`src/rtl/srt_pkg.sv`:
```
// shared types, codes and helpers for the segment reassembly tracker
// no dependencies; imported by srt_ctx_table and segment_reassembly_tracker
package srt_pkg;

  // default sizing
  localparam int CONTEXTS_DEF     = 4;
  localparam int MAX_SEQUENCE_DEF = 15;

  // fixed field widths
  localparam int MAP_BITS = 16;
  localparam int TOTAL_W  = 5;
  localparam int LEN_W    = 16;
  localparam int SRC_W    = 64;
  localparam int CFG_W    = 16;

  // configuration register indexes
  typedef enum logic [0:0] {
    CFG_BUFFER_SEGMENTS    = 1'b0,
    CFG_MAX_DOCUMENT_BYTES = 1'b1
  } cfg_reg_t;

  // result status codes
  typedef enum logic [3:0] {
    STAT_APPLIED       = 4'd0,
    STAT_DUPLICATE     = 4'd1,
    STAT_NOT_SEGMENTED = 4'd2,
    STAT_RANGE         = 4'd3,
    STAT_FIRST_NOT_ZERO = 4'd4,
    STAT_NO_CONTEXT    = 4'd5,
    STAT_BUFFER_SMALL  = 4'd6,
    STAT_OUT_OF_ORDER  = 4'd7,
    STAT_NOT_FINISHED  = 4'd8,
    STAT_TOO_LARGE     = 4'd9
  } status_t;

  // sequencer states
  typedef enum logic [1:0] {
    S_IDLE,
    S_SCAN,
    S_DRAIN,
    S_DECIDE
  } state_t;

  // item kinds
  localparam logic KIND_SEGMENT = 1'b0;
  localparam logic KIND_COLLECT = 1'b1;

  typedef struct packed {
    logic        kind;
    logic [31:0] source_address;
    logic [15:0] source_port;
    logic [15:0] source_sensor;
    logic [7:0]  sequence_number;
    logic [7:0]  total_segments;
    logic [15:0] payload_length;
  } in_item_t;

  typedef struct packed {
    logic        ok;
    status_t     status;
    logic        finished;
    logic [15:0] document_length;
  } out_result_t;

  // one context table entry
  typedef struct packed {
    logic [SRC_W-1:0]    source;
    logic [TOTAL_W-1:0]  total;
    logic [MAP_BITS-1:0] received_map;
    logic [LEN_W-1:0]    length;
  } ctx_rec_t;

  // ones in the n lowest map positions, all ones from MAP_BITS upward
  function automatic logic [MAP_BITS-1:0] low_mask(logic [7:0] n);
    logic [MAP_BITS-1:0] m;
    if (n >= 8'(MAP_BITS)) begin
      m = '1;
    end else begin
      m = (MAP_BITS'(1) << n) - MAP_BITS'(1);
    end
    return m;
  endfunction

  // all advertised segments received
  function automatic logic doc_complete(logic [TOTAL_W-1:0] total,
                                        logic [MAP_BITS-1:0] map);
    logic [MAP_BITS-1:0] m;
    logic                c;
    m = low_mask(8'(total));
    if (total > TOTAL_W'(MAP_BITS)) begin
      c = 1'b0;
    end else begin
      c = ((map & m) == m);
    end
    return c;
  endfunction

endpackage

```
`src/rtl/srt_ctx_table.sv`:
```
// context table storage: one entry per reassembly context
// one write port, one read port with registered read data; uses srt_pkg
module srt_ctx_table import srt_pkg::*; #(
  parameter int CONTEXTS = CONTEXTS_DEF,
  localparam int IdxW = (CONTEXTS > 1) ? $clog2(CONTEXTS) : 1
) (
  input  logic            clk,
  input  logic [IdxW-1:0] rd_addr,
  output ctx_rec_t        rd_data,
  input  logic            wr_en,
  input  logic [IdxW-1:0] wr_addr,
  input  ctx_rec_t        wr_data
);

  ctx_rec_t mem [CONTEXTS];
  ctx_rec_t rd_data_r;

  // write port
  always_ff @(posedge clk) begin
    if (wr_en) begin
      mem[wr_addr] <= wr_data;
    end
  end

  // registered read port
  always_ff @(posedge clk) begin
    rd_data_r <= mem[rd_addr];
  end

  assign rd_data = rd_data_r;

endmodule

```
`src/rtl/segment_reassembly_tracker.sv`:
```
// segment reassembly tracker top level: sequencer, source scan and decision
// depends on srt_pkg and srt_ctx_table
// the result strobe rises once the scan, drain and decide states are done, taken at the next edge
// a new item is taken only after the previous result is registered; the scan reads one context per cycle
// busy is high from the cycle after a start transfer until the result is registered
// synchronous active-low reset frees all contexts and restores register defaults
// the result strobe lasts one cycle and cannot be held off by the receiver
module segment_reassembly_tracker import srt_pkg::*; #(
  parameter int CONTEXTS     = CONTEXTS_DEF,
  parameter int MAX_SEQUENCE = MAX_SEQUENCE_DEF
) (
  input  logic             clk,
  input  logic             rst_n,
  input  logic             start,
  output logic             busy,
  input  in_item_t         in_item,
  output logic             out_strobe,
  output out_result_t      out_result,
  input  logic             cfg_we,
  input  cfg_reg_t         cfg_index,
  input  logic [CFG_W-1:0] cfg_wdata
);

  localparam int IdxW = (CONTEXTS > 1) ? $clog2(CONTEXTS) : 1;

  state_t state_r, state_nxt;

  logic [TOTAL_W-1:0] buffer_segments_r;
  logic [LEN_W-1:0]   max_document_bytes_r;

  in_item_t           item_r;
  logic [CONTEXTS-1:0] in_use_r, in_use_nxt;
  logic [IdxW-1:0]    cnt_r, cnt_nxt;
  logic [IdxW-1:0]    rd_idx_r;
  logic               cmp_vld_r;

  logic               hit_r, hit_nxt;
  logic [IdxW-1:0]    hit_idx_r, hit_idx_nxt;
  ctx_rec_t           hit_rec_r, hit_rec_nxt;
  logic               free_r, free_nxt;
  logic [IdxW-1:0]    free_idx_r, free_idx_nxt;

  out_result_t        out_result_r, out_result_nxt;
  logic               out_strobe_r, out_strobe_nxt;

  ctx_rec_t           rd_data;
  logic               tbl_we;
  logic [IdxW-1:0]    tbl_waddr;
  ctx_rec_t           tbl_wdata;

  logic [SRC_W-1:0]   key;
  logic               accept;

  // decision helpers
  logic [7:0]          seq;
  logic [7:0]          tot;
  logic                seq_in_map;
  logic [MAP_BITS-1:0] seq_bit;
  logic [MAP_BITS-1:0] new_map;
  logic [LEN_W:0]      len_sum;
  logic [LEN_W-1:0]    len_sat;
  logic                hit_complete;

  assign accept = start && !busy;
  assign busy   = (state_r != S_IDLE);
  assign key    = {item_r.source_address, item_r.source_port, item_r.source_sensor};

  assign out_strobe = out_strobe_r;
  assign out_result = out_result_r;

  srt_ctx_table #(
    .CONTEXTS(CONTEXTS)
  ) u_table (
    .clk     (clk),
    .rd_addr (cnt_r),
    .rd_data (rd_data),
    .wr_en   (tbl_we),
    .wr_addr (tbl_waddr),
    .wr_data (tbl_wdata)
  );

  // configuration registers
  always_ff @(posedge clk) begin
    if (!rst_n) begin
      buffer_segments_r    <= TOTAL_W'(16);
      max_document_bytes_r <= '1;
    end else if (cfg_we) begin
      unique case (cfg_index)
        CFG_BUFFER_SEGMENTS:    buffer_segments_r    <= cfg_wdata[TOTAL_W-1:0];
        CFG_MAX_DOCUMENT_BYTES: max_document_bytes_r <= cfg_wdata[LEN_W-1:0];
        default: ;
      endcase
    end
  end

  // control state
  always_ff @(posedge clk) begin
    if (!rst_n) begin
      state_r      <= S_IDLE;
      in_use_r     <= '0;
      hit_r        <= 1'b0;
      free_r       <= 1'b0;
      cmp_vld_r    <= 1'b0;
      out_strobe_r <= 1'b0;
    end else begin
      state_r      <= state_nxt;
      in_use_r     <= in_use_nxt;
      hit_r        <= hit_nxt;
      free_r       <= free_nxt;
      cmp_vld_r    <= (state_r == S_SCAN);
      out_strobe_r <= out_strobe_nxt;
    end
  end

  // payload and index registers
  always_ff @(posedge clk) begin
    if (accept) begin
      item_r <= in_item;
    end
    cnt_r        <= cnt_nxt;
    rd_idx_r     <= cnt_r;
    hit_idx_r    <= hit_idx_nxt;
    hit_rec_r    <= hit_rec_nxt;
    free_idx_r   <= free_idx_nxt;
    out_result_r <= out_result_nxt;
  end

  // decision datapath on the latched item and the scan findings
  always_comb begin
    seq          = item_r.sequence_number;
    tot          = item_r.total_segments;
    seq_in_map   = (seq < 8'(MAP_BITS));
    seq_bit      = seq_in_map ? (MAP_BITS'(1) << seq[3:0]) : '0;
    new_map      = (hit_r ? hit_rec_r.received_map : '0) | seq_bit;
    len_sum      = {1'b0, (hit_r ? hit_rec_r.length : LEN_W'(0))}
                 + {1'b0, item_r.payload_length};
    len_sat      = len_sum[LEN_W] ? '1 : len_sum[LEN_W-1:0];
    hit_complete = hit_r && doc_complete(hit_rec_r.total, hit_rec_r.received_map);
  end

  // sequencer: scan, decide, write back, report
  always_comb begin
    state_nxt      = state_r;
    in_use_nxt     = in_use_r;
    cnt_nxt        = cnt_r;
    hit_nxt        = hit_r;
    hit_idx_nxt    = hit_idx_r;
    hit_rec_nxt    = hit_rec_r;
    free_nxt       = free_r;
    free_idx_nxt   = free_idx_r;
    out_result_nxt = out_result_r;
    out_strobe_nxt = 1'b0;
    tbl_we         = 1'b0;
    tbl_waddr      = hit_idx_r;
    tbl_wdata      = hit_rec_r;

    // source compare on the entry read in the previous cycle
    if (cmp_vld_r && !hit_r && in_use_r[rd_idx_r] && (rd_data.source == key)) begin
      hit_nxt     = 1'b1;
      hit_idx_nxt = rd_idx_r;
      hit_rec_nxt = rd_data;
    end

    unique case (state_r)
      S_IDLE: begin
        if (accept) begin
          cnt_nxt   = '0;
          hit_nxt   = 1'b0;
          free_nxt  = 1'b0;
          state_nxt = S_SCAN;
        end
      end

      S_SCAN: begin
        // lowest free context
        if (!free_r && !in_use_r[cnt_r]) begin
          free_nxt     = 1'b1;
          free_idx_nxt = cnt_r;
        end
        if (cnt_r == IdxW'(CONTEXTS - 1)) begin
          state_nxt = S_DRAIN;
        end else begin
          cnt_nxt = cnt_r + IdxW'(1);
        end
      end

      S_DRAIN: begin
        state_nxt = S_DECIDE;
      end

      S_DECIDE: begin
        state_nxt                      = S_IDLE;
        out_strobe_nxt                 = 1'b1;
        out_result_nxt.document_length = '0;
        out_result_nxt.finished        = hit_complete;
        out_result_nxt.status          = STAT_APPLIED;

        if (item_r.kind == KIND_SEGMENT) begin
          priority if ((seq > 8'(MAX_SEQUENCE)) || (tot > 8'(MAX_SEQUENCE))
                       || (tot == 8'd0)) begin
            out_result_nxt.status = STAT_NOT_SEGMENTED;
          end else if (seq >= tot) begin
            out_result_nxt.status = STAT_RANGE;
          end else if (!hit_r) begin
            priority if (seq != 8'd0) begin
              out_result_nxt.status = STAT_FIRST_NOT_ZERO;
            end else if (!free_r) begin
              out_result_nxt.status = STAT_NO_CONTEXT;
            end else if (tot > 8'(buffer_segments_r)) begin
              out_result_nxt.status = STAT_BUFFER_SMALL;
            end else begin
              // allocate a fresh context
              tbl_we                   = 1'b1;
              tbl_waddr                = free_idx_r;
              tbl_wdata.source         = key;
              tbl_wdata.total          = tot[TOTAL_W-1:0];
              tbl_wdata.received_map   = new_map;
              tbl_wdata.length         = len_sat;
              in_use_nxt[free_idx_r]   = 1'b1;
              out_result_nxt.finished  = doc_complete(tot[TOTAL_W-1:0], new_map);
            end
          end else if (seq_in_map && hit_rec_r.received_map[seq[3:0]]) begin
            out_result_nxt.status = STAT_DUPLICATE;
          end else if (hit_rec_r.received_map != low_mask(seq)) begin
            out_result_nxt.status = STAT_OUT_OF_ORDER;
          end else begin
            // in-order segment of a known source
            tbl_we                  = 1'b1;
            tbl_waddr               = hit_idx_r;
            tbl_wdata.received_map  = new_map;
            tbl_wdata.length        = len_sat;
            out_result_nxt.finished = doc_complete(hit_rec_r.total, new_map);
          end
        end else begin
          // collect
          if (!hit_complete) begin
            out_result_nxt.status = STAT_NOT_FINISHED;
          end else begin
            in_use_nxt[hit_idx_r] = 1'b0;
            if (hit_rec_r.length > max_document_bytes_r) begin
              out_result_nxt.status = STAT_TOO_LARGE;
            end else begin
              out_result_nxt.document_length = hit_rec_r.length;
            end
          end
        end

        out_result_nxt.ok = (out_result_nxt.status == STAT_APPLIED)
                         || (out_result_nxt.status == STAT_DUPLICATE);
      end

      default: begin
        state_nxt = S_IDLE;
      end
    endcase
  end

endmodule

```
`config.mk`:
```
export PLATFORM = sky130hd
export DESIGN_NAME = segment_reassembly_tracker
export DESIGN_NICKNAME = d
export VERILOG_FILES = /design/src/rtl/srt_pkg.sv /design/src/rtl/srt_ctx_table.sv /design/src/rtl/segment_reassembly_tracker.sv
export SDC_FILE = /design/constraint.sdc
export NUM_CORES = 1
export LEC_CHECK = 0
export ABC_AREA = 1
export BUFFER_PORTS_ARGS = -buffer_cell sky130_fd_sc_hd__buf_4
export CAP_MARGIN = 10
export CELL_PAD_IN_SITES_DETAIL_PLACEMENT = 0
export CELL_PAD_IN_SITES_GLOBAL_PLACEMENT = 2
export CORE_UTILIZATION = 37
export DETAILED_ROUTE_END_ITERATION = 6
export GPL_ROUTABILITY_DRIVEN = 1
export GPL_TIMING_DRIVEN = 0
export PLACE_DENSITY_LB_ADDON = 0.15
export RECOVER_POWER = 50
export REMOVE_ABC_BUFFERS = 1
export SETUP_SLACK_MARGIN = 0.1
export SYNTH_ARGS = -nofsm -noshare
export SYNTH_HDL_FRONTEND = slang
export SYNTH_SLANG_ARGS = --single-unit
```
`constraint.sdc`:
```
create_clock -name clk -period 12.4 [get_ports clk]
set_input_delay 0.62 -clock clk [delete_from_list [all_inputs] [get_ports clk]]
set_output_delay 0.62 -clock clk [all_outputs]
set_load 0.02 [all_outputs]
```
==> impl_metrics.env, run 1 <==
export IMPL_outcome="complete, but fails checks"
export IMPL_failed_checks="max-capacitance violations, max-slew violations"
export IMPL_cp_top_family="buffers and inverters"
export IMPL_relSlewSlack_pct=-179
export IMPL_crit_slowest_cell="clkinvlp_2"
export IMPL_yosys_warnings=0
export IMPL_routed_wirelength_mm=92.6
export IMPL_ys_ff_latch=764
export IMPL_clk_pin_slew_worst_paths_ns=0.06
export IMPL_final_hold_violation_count=0
export IMPL_final_util_pct=43.9
export IMPL_drv_slew=226
export IMPL_grt_usage_pct=20.7
export IMPL_clock_skew_ns=0.0210
export IMPL_reg2reg_slack_ns=4.71
export IMPL_postCtsSetupRepairBufs=0
export IMPL_gp_congestion=0.877
export IMPL_grt_start_max_net_pins=125
export IMPL_postSynthAreaPerCell_um2=11.0
export IMPL_holdPathEnd="item_r[48]"
export IMPL_grt_pass1_vias=22300
export IMPL_whs_path_depth=1
export IMPL_layout_cells_most_common_list="edfxtp_1, nand2_1, nor2_1"
export IMPL_die_width_um=298
export IMPL_syn_inst=2939
export IMPL_die_h_um=298
export IMPL_instances_no_fill=4378
export IMPL_drt_initial_drc_count=1467
export IMPL_synthFlopType="edfxtp_1"
export IMPL_crit_required_ns=12.69
export IMPL_seq_area_frac_synth_pct=66.7
export IMPL_p_leak_uw=0.0145
export IMPL_nFillCells=8197
export IMPL_multi_input_area_um2=9010
export IMPL_total_power_uw=7270
export IMPL_top_usage_layer="met2"
export IMPL_rsz0062_at_grt="no"
export IMPL_dp_cells=4222
export IMPL_use_met1_pct=28.3
export IMPL_yosysUniqueCellTypes=64
export IMPL_power_density_nw_per_um2=191
export IMPL_max_stage_delay_ns=2.85
export IMPL_portBuffers=141
export IMPL_period_needed_ns=7.69
export IMPL_cts_root_buf="clkbuf_16"
export IMPL_max_cap_violations=5
export IMPL_async_flop_share_pct=0
export IMPL_synth_edff_count=630
export IMPL_grt_pass1_wl_mm=139
export IMPL_worstPathMaxFanout=124
export IMPL_use_met2_pct=33.7
export IMPL_worst_pin_slew_ns=4.18
export IMPL_via_count=22300
export IMPL_cts_resized=0
export IMPL_max_freq_mhz=130
export IMPL_grt_use_met3_pct=3.18
export IMPL_final_common_cell="edfxtp_1"
export IMPL_reg2reg_depth=7
export IMPL_cts_buffers=83
export IMPL_clock_path_buffers=3
export IMPL_cts_sinks=764
export IMPL_worstPathCellList="clkbuf_1 > clkbuf_1 > clkinvlp_2 > buf_16 > nor2_1 > a211oi_1 > nor4_1"
export IMPL_core_area_um2=86800
export IMPL_drc=0
export IMPL_critPathKind="flip-flop to flip-flop"
export IMPL_synth_area_um2=32400
export IMPL_synthToLayoutAreaGrowth_pct=17.7
export IMPL_place_ws_ns=6.12
export IMPL_start_util_pct=37.3
export IMPL_crit_top_cell="clkbuf_1"
export IMPL_hold_class="primary input to flip-flop"
export IMPL_r2r_end="free_idx_r[1]"
export IMPL_worstHoldStart="in_item[48]"
export IMPL_fin_crit_sh_pct=62.0
export IMPL_routed_via_density=5.09
export IMPL_path_buf_inv=4
export IMPL_cp_arrival_ns=7.98
export IMPL_die_area_um2=88700
export IMPL_antennaDiodeCount=0
export IMPL_hpwl_mm=65.8
export IMPL_peakVddDrop_mv=0.105
export IMPL_antenna_found_initial=0
export IMPL_pin_count=142
export IMPL_first_pass_iters=6
export IMPL_hold_buffers=0
export IMPL_cp_start_kind="flip-flop"
export IMPL_reg2reg_from="cnt_r[0]"
export IMPL_wl_per_cell_um=21.2
export IMPL_finalNetCount=3325
export IMPL_rows=108
export IMPL_overflow=0
export IMPL_cts_tree="yes"
export IMPL_ant_nets=0
export IMPL_setup_viol=0
export IMPL_drive_above_1_share_pct=12.2
export IMPL_cts_htree_levels=3
export IMPL_tns_ns=0
export IMPL_clk_latency_ns=0.66
export IMPL_layout_setup_ws_ns=4.71
export IMPL_register_area_um2=21600
export IMPL_setup_worst_path_end_class="flip-flop"
==> metal layers <==
layer	share of wire, %	routed length [µm]	up-vias
met5	0	0	-
met4	2.9	2650	0
met3	4.1	3800	131
met2	47	43400	500
met1	46	42800	10900
li1	-	-	10800
==> worst max path at each step <==
stage                   from                  to  cells after the start
floorplan              hit_r        hit_idx_r[0]                      5
global placement       hit_r       hit_rec_r[13]                      5
detailed placement    tot[4]  u_table.mem[0][91]                     17
CTS                   tot[4]  u_table.mem[0][91]                     17
global route        cnt_r[0]       free_idx_r[1]                      7
finish              cnt_r[0]       free_idx_r[1]                      7
==> worst reg2reg max path, delay by kind of cell (launching register included) <==
kind | cells | cell delay, ns
buffers and inverters | 4 | 5.62
and+or+nand+nor | 2 | 0.84
DFF | 1 | 0.80
AOI/OAI and AO/OA | 1 | 0.08
==> synth_stat cells (5+ instances only) <==
cell type	number	area share, %
nor2_2	8	0.15
inv_2	13	0.15
a22oi_1	5	0.12
mux2i_1	10	0.31
edfxtp_1	630	58
nand2_2	8	0.15
o21ai_0	321	5.0
dfxtp_1	134	8.3
nor3_1	27	0.42
o2111ai_1	12	0.32
nor4_1	18	0.35
o21ai_1	7	0.11
clkbuf_1	77	0.89
nand4_1	68	1.3
nand3_2	5	0.15
nor2_1	370	4.3
buf_4	10	0.23
nand3_1	81	1.3
xor2_1	13	0.35
o22ai_1	110	2.1
nand2_1	406	4.7
o211ai_1	24	0.56
buf_6	7	0.24
ha_1	54	2.1
xnor2_1	14	0.38
or2_2	35	0.68
nor2_4	6	0.21
buf_2	10	0.15
inv_1	305	3.5
a21oi_1	92	1.4
a211oi_1	5	0.12
==> state kept, by name (all words and copies together), names as in the netlist <==
name / flops
buffer_segments_r: 5
cmp_vld_r: 1
cnt_r: 2
free_idx_r: 2
free_r: 1
hit_idx_r: 2
hit_r: 1
hit_rec_r: 101
in_use_r: 4
item_r: 81
max_document_bytes_r: 16
out_result: 22
out_strobe: 1
rd_idx_r: 2
seq: 8
state_r: 2
tot: 8
u_table.mem: 404
u_table.rd_data: 101
==> metrics by stage <==
step / instance area [µm²] / hold slack (ns)
3_3_place_gp: 34300 / 0.385
5_1_grt: 38100 / 0.115
2_1_floorplan: 31800 / 0.386
4_1_cts: 38500 / 0.0806
3_5_place_dp: 35700 / 0.389
6_report: 38100 / 0.153
==> kinds of logic after synthesis <==
group	Yosys count	share of synthesized area [%]
and+or+nand+nor	1050	14.3
muxes	10	0.309
AOI/OAI and AO/OA	602	10.4
adders and majority gates	55	2.15
DFF	764	66.7
buffers and inverters	431	5.40
xor gates and xnor gates	27	0.731
==> report_power, final <==
group	leakage (µW)	internal [µW]	switching, µW
Sequential	0.00684	3120	192
Clock	0.00136	1440	1050
Combinational	0.00633	488	987
==> cell type report <==
class | instances | share of cell area, %
clock buffers | 119 | 6.15
clock inverters | 37 | 1.17
inverters | 320 | 3.17
multi-input cells | 1744 | 23.6
flip-flops and latches | 764 | 56.7
well taps | 1155 | 3.79
repair buffers | 239 | 5.39
(Power assumes the default switching activity.)
==> run 2: changes to the inputs <==
Clock period 12.4 ns to 7.05 ns, I/O delays scaled along.
==> run 2 against run 1 <==
The flow still finishes with violations (max-capacitance violations, max-slew violations); non-clock buffer count up 115; first-iteration DRC count up 2.0%; register-to-register slack worse by 3.9 ns; combinational power up 79%.
==> impl_metrics.env, run 2 (synthesized netlist as in run 1, its figures left out) <==
export IMPL_final_hold_violation_count=0
export IMPL_routed_via_density=5.06
export IMPL_start_util_pct=37.3
export IMPL_cp_start_kind="flip-flop"
export IMPL_whs_path_depth=2
export IMPL_overflow=0
export IMPL_critPathKind="flip-flop to flip-flop"
export IMPL_portBuffers=141
export IMPL_cts_sinks=764
export IMPL_max_freq_mhz=159
export IMPL_reg2reg_from="tot[4]"
export IMPL_crit_slowest_cell="nor3_2"
export IMPL_max_stage_delay_ns=0.67
export IMPL_final_common_cell="edfxtp_1"
export IMPL_p_leak_uw=0.0150
export IMPL_outcome="complete, but fails checks"
export IMPL_hold_class="primary input to flip-flop"
export IMPL_cp_arrival_ns=6.64
export IMPL_register_area_um2=21600
export IMPL_clk_latency_ns=0.66
export IMPL_antenna_found_initial=0
export IMPL_setup_worst_path_end_class="flip-flop"
export IMPL_crit_top_cell="buf_6"
export IMPL_multi_input_area_um2=9020
export IMPL_relSlewSlack_pct=-64.9
export IMPL_r2r_end="u_table.mem[0][91]"
export IMPL_worstPathCellList="clkinv_1 > ha_1 > nand2_1 > nor2_1 > nand4_1 > nand3_1 > inv_1 > nand3_2 > inv_2 > nand2_2 > o21ai_0 > inv_1 > nor3_2 > buf_8 > buf_4 > buf_6 > buf_6 > buf_6"
export IMPL_cts_resized=0
export IMPL_first_pass_iters=7
export IMPL_hpwl_mm=65.8
export IMPL_dp_cells=4222
export IMPL_cts_buffers=83
export IMPL_grt_usage_pct=20.9
export IMPL_clock_skew_ns=0.0225
export IMPL_die_area_um2=88700
export IMPL_gp_congestion=0.877
export IMPL_die_width_um=298
export IMPL_setup_viol=0
export IMPL_ant_nets=0
export IMPL_clock_path_buffers=3
export IMPL_worstPathMaxFanout=23
export IMPL_rsz0062_at_grt="no"
export IMPL_drv_slew=244
export IMPL_reg2reg_slack_ns=0.78
export IMPL_crit_required_ns=7.41
export IMPL_clk_pin_slew_worst_paths_ns=0.06
export IMPL_whs_ns=0.0757
export IMPL_synthToLayoutAreaGrowth_pct=21.3
export IMPL_largest_register="u_table.mem"
export IMPL_worstHoldStart="rst_n"
export IMPL_worst_pin_slew_ns=2.47
export IMPL_pin_count=142
export IMPL_period_needed_ns=6.27
export IMPL_peakVddDrop_mv=0.187
export IMPL_nFillCells=8102
export IMPL_hold_buffers=115
export IMPL_grt_pass1_wl_mm=140
export IMPL_core_area_um2=86800
export IMPL_drt_initial_drc_count=1496
export IMPL_power_density_nw_per_um2=327
export IMPL_holdPathEnd="max_document_bytes_r[7]"
export IMPL_die_h_um=298
export IMPL_tns_ns=0
export IMPL_instances_no_fill=4493
export IMPL_routed_wirelength_mm=93.4
export IMPL_layout_cells_most_common_list="edfxtp_1, nand2_1, nor2_1"
export IMPL_failed_checks="max-capacitance violations, max-slew violations"
export IMPL_max_cap_violations=4
export IMPL_grt_pass1_vias=22800
export IMPL_postCtsSetupRepairBufs=0
export IMPL_cts_htree_levels=3
export IMPL_cts_tree="yes"
export IMPL_cts_root_buf="clkbuf_16"
export IMPL_via_count=22700
export IMPL_total_power_uw=12800
export IMPL_grt_start_max_net_pins=125
export IMPL_antennaDiodeCount=0
export IMPL_fin_crit_sh_pct=89.0
export IMPL_drive_above_1_share_pct=12.0
export IMPL_reg2reg_depth=18
export IMPL_wl_per_cell_um=20.8
export IMPL_drc=0
export IMPL_largest_reg_flops=404
export IMPL_finalNetCount=3440
export IMPL_rows=108
## run 2: metrics by stage
step / util (%) / cell area, µm² / worst slack (ns)
CTS: 45.7 / 39700 / 0.692
finish: 45.2 / 39300 / 0.777
floorplan: - / 31800 / -4.84
detailed placement: 41.2 / 35700 / 0.765
global route: 45.2 / 39300 / 0.391
global placement: 39.6 / 34300 / -16.01
## run 2: worst max-delay path by stage
| stage | to | slack [ns] | start |
|---|---|---|---|
| floorplan | hit_idx_r[0] | -4.84 | hit_r |
| global placement | hit_rec_r[13] | -16.01 | hit_r |
| detailed placement | u_table.mem[0][91] | 0.77 | tot[4] |
| CTS | u_table.mem[0][91] | 0.69 | tot[4] |
| global route | free_idx_r[1] | 0.39 | cnt_r[0] |
| finish | u_table.mem[0][91] | 0.78 | tot[4] |
## run 2: per-layer routing
metal / track usage [%] / vias to the layer above / part of all wire (%)
li1: - / 11000 / -
met1: 28.4 / 11100 / 46
met2: 34.3 / 526 / 47
met3: 3.10 / 139 / 4.2
met4: 6.81 / 0 / 2.9
met5: 0 / - / 0
## run 2: area by class of cell
cell class	count	area share, %
Sequential cell	764	55.0
Timing Repair Buffer	354	8.12
Clock buffer	119	5.97
Inverter	320	3.09
Multi-Input combinational cell	1744	23.0
Clock inverter	37	1.13
Tap cell	1155	3.68
## run 2: critical path, delay by kind of cell, from the launching register on
| kind | cells | cell delay [ns] |
|---|---|---|
| buffers and inverters | 9 | 2.24 |
| and+or+nand+nor | 7 | 2.02 |
| DFF | 1 | 0.66 |
| AOI/OAI and AO/OA | 1 | 0.64 |
| adders and majority gates | 1 | 0.39 |
## run 2: report_power, final
| part | switching [µW] | internal (µW) | leakage (µW) |
|---|---|---|---|
| Sequential | 339 | 5480 | 0.00684 |
| Combinational | 1750 | 883 | 0.00681 |
| Clock | 1840 | 2530 | 0.00136 |
| Total | 3930 | 8890 | 0.0150 |
==> run 3: changes to the inputs <==
Settings changed: PLACE_DENSITY_LB_ADDON 0.15 to 0.1.
==> run 3 against run 2 <==
The run still ends with max-capacitance violations, max-slew violations left; register-to-register slack worse by 0.02 ns; clock skew increased by 0.010 ns; final area increased by 0.43%; largest cell class unchanged; first-iteration DRC count decreased by 6.2%; hold slack lost 0.036 ns; combinational power barely moved; fmax decreased by 0.33%; cell count unchanged; clock-buffer cell count down 7.
==> impl_metrics.env, run 3 (synthesized netlist as in run 1, its figures left out) <==
export IMPL_setup_viol=0
export IMPL_start_util_pct=37.3
export IMPL_clk_pin_slew_worst_paths_ns=0.06
export IMPL_final_hold_violation_count=0
export IMPL_routed_via_density=5.00
export IMPL_die_width_um=298
export IMPL_ant_nets=0
export IMPL_crit_top_cell="nand2_1"
export IMPL_cts_buffers=87
export IMPL_antenna_found_initial=0
export IMPL_clock_path_buffers=3
export IMPL_dr_wl_met3_mm=3.53
export IMPL_worstPathCellList="inv_1 > nand2_1 > nor2_2 > nand2_1 > nor2_1 > inv_1 > ha_1 > nand3_1 > nand2_1 > nand2_1 > nor2_1 > nand3b_1 > nor3_1 > nand4_1 > nand2_2 > nand2_4 > nor3_2 > buf_8 > buf_8 > buf_6 > buf_6 > buf_6"
export IMPL_via_count=22500
export IMPL_worst_pin_slew_ns=3.50
export IMPL_final_common_cell="edfxtp_1"
export IMPL_path_buf_inv=7
export IMPL_grt_pass1_vias=22900
export IMPL_drive_above_1_share_pct=12.1
export IMPL_largest_reg_flops=404
export IMPL_crit_required_ns=7.40
export IMPL_outcome="complete, but fails checks"
export IMPL_portBuffers=141
export IMPL_synthToLayoutAreaGrowth_pct=21.8
export IMPL_max_cap_violations=6
export IMPL_clock_skew_ns=0.0326
export IMPL_instances_no_fill=4493
export IMPL_pin_count=142
export IMPL_fin_crit_sh_pct=89.3
export IMPL_clk_latency_ns=0.65
export IMPL_wl_met2_mm=43.0
export IMPL_dr_max_layer_used="met4"
export IMPL_wl_per_cell_um=20.6
export IMPL_power_density_nw_per_um2=332
export IMPL_hold_class="primary input to flip-flop"
export IMPL_relSlewSlack_pct=-133
export IMPL_cts_sinks=764
export IMPL_largest_register="u_table.mem"
export IMPL_dp_cells=4218
export IMPL_cts_htree_levels=3
export IMPL_layout_cells_most_common_list="edfxtp_1, nand2_1, nor2_1"
export IMPL_grt_usage_pct=20.9
export IMPL_gp_congestion=0.868
export IMPL_drt_initial_drc_count=1403
export IMPL_die_h_um=298
export IMPL_crit_slowest_cell="nor3_2"
export IMPL_cp_start_kind="flip-flop"
export IMPL_failed_checks="max-capacitance violations, max-slew violations"
export IMPL_die_area_um2=88700
export IMPL_grt_pass1_wl_mm=141
export IMPL_routed_wirelength_mm=92.7
export IMPL_core_area_um2=86800
export IMPL_first_pass_iters=5
export IMPL_drv_slew=279
export IMPL_p_leak_uw=0.0151
export IMPL_setup_worst_path_end_class="flip-flop"
export IMPL_max_stage_delay_ns=0.82
export IMPL_critPathKind="flip-flop to flip-flop"
export IMPL_hpwl_mm=65.3
export IMPL_peakVddDrop_mv=0.237
export IMPL_drc=0
export IMPL_met1_length_mm=43.1
export IMPL_finalNetCount=3438
export IMPL_cp_top_family="simple AND/OR/NAND/NOR gates"
export IMPL_cp_arrival_ns=6.64
export IMPL_grt_start_max_net_pins=106
export IMPL_overflow=0
export IMPL_antennaDiodeCount=0
export IMPL_period_needed_ns=6.29
export IMPL_rows=108
export IMPL_cts_tree="yes"
export IMPL_tns_ns=0
export IMPL_cts_root_buf="clkbuf_16"
export IMPL_rsz0062_at_grt="no"
export IMPL_max_freq_mhz=159
export IMPL_worstPathMaxFanout=22
==> run 3: changes by cell type in the layout (fill, tap and decap cells not counted), moves of 3 or more <==
cell / before / now
clkbuf_4: 88 / 93
buf_4: 23 / 20
bufinv_16: 5 / 10
clkbuf_16: 83 / 87
clkbuf_1: 83 / 70
buf_8: 7 / 12
buf_16: 11 / 14
clkinv_1: 3 / 13
buf_6: 46 / 38
==> run 3: final timing paths <==
| check | start | end | slack (ns) | cells past startpoint |
|---|---|---|---|---|
| max | seq[3] | u_table.mem[3][86] | 0.76 | 22 |
| min | cfg_we | max_document_bytes_r[0] | 0.04 | 4 |
| max reg2reg | seq[3] | u_table.mem[3][86] | 0.76 | 22 |
| min reg2reg | u_table.rd_data[2] | hit_rec_r[2] | 0.40 | 0 |
==> run 3: power breakdown <==
group	internal, µW	total (µW)	switching (µW)
combinational	910	2650	1740
clock	2770	4610	1840
sequential	5480	5830	350
==> run 3: metal layers <==
layer / up-vias / track usage (%)
li1: 11000 / -
met2: 515 / 33.9
met3: 130 / 2.81
met5: - / 0
met4: 0 / 7.67
met1: 10900 / 28.7
==> run 3: timing repair <==
action / 4_1_cts / 5_1_grt
setup buffers: 0 / 0
hold buffers: 113 / 0
gates resized for setup: 0 / 0
hold endpoints to repair: 115 / 0
==> run 3: cell type report <==
| cell class | count | area [µm²] |
|---|---|---|
| clock buffer | 112 | 2390 |
| clock inverter | 50 | 566 |
| fill | 8135 | 47300 |
| inverter | 320 | 1200 |
| multi-input combinational | 1744 | 9020 |
| sequential | 764 | 21600 |
| tap | 1155 | 1450 |
| timing repair buffer | 348 | 3190 |
==> run 3: worst register-to-register path, cell delays in order (launching register included) <==
cell      delay, ns
edfxtp_1       0.50
inv_1          0.36
nand2_1        0.11
nor2_2         0.56
nand2_1        0.28
nor2_1         0.21
inv_1          0.11
ha_1           0.33
nand3_1        0.08
nand2_1        0.06
nand2_1        0.07
nor2_1         0.25
nand3b_1       0.11
nor3_1         0.25
nand4_1        0.30
nand2_2        0.41
nand2_4        0.28
nor3_2         0.82
buf_8          0.25
buf_8          0.16
buf_6          0.17
buf_6          0.18
buf_6          0.16
==> run 3: per-stage QoR <==
step                      setup slack, ns  util [%]  area [µm²]  hold slack [ns]  total power (µW)
after floorplan                     -4.84         -       31800            0.386              7310
after global placement             -15.77      39.6       34300            0.386              8390
after detailed placement            0.741      41.2       35700            0.389              8630
after CTS                           0.720      45.9       39800          0.00487             13300
after global routing                0.226      45.4       39400           0.0529             13700
final                               0.756      45.4       39400           0.0396             13100
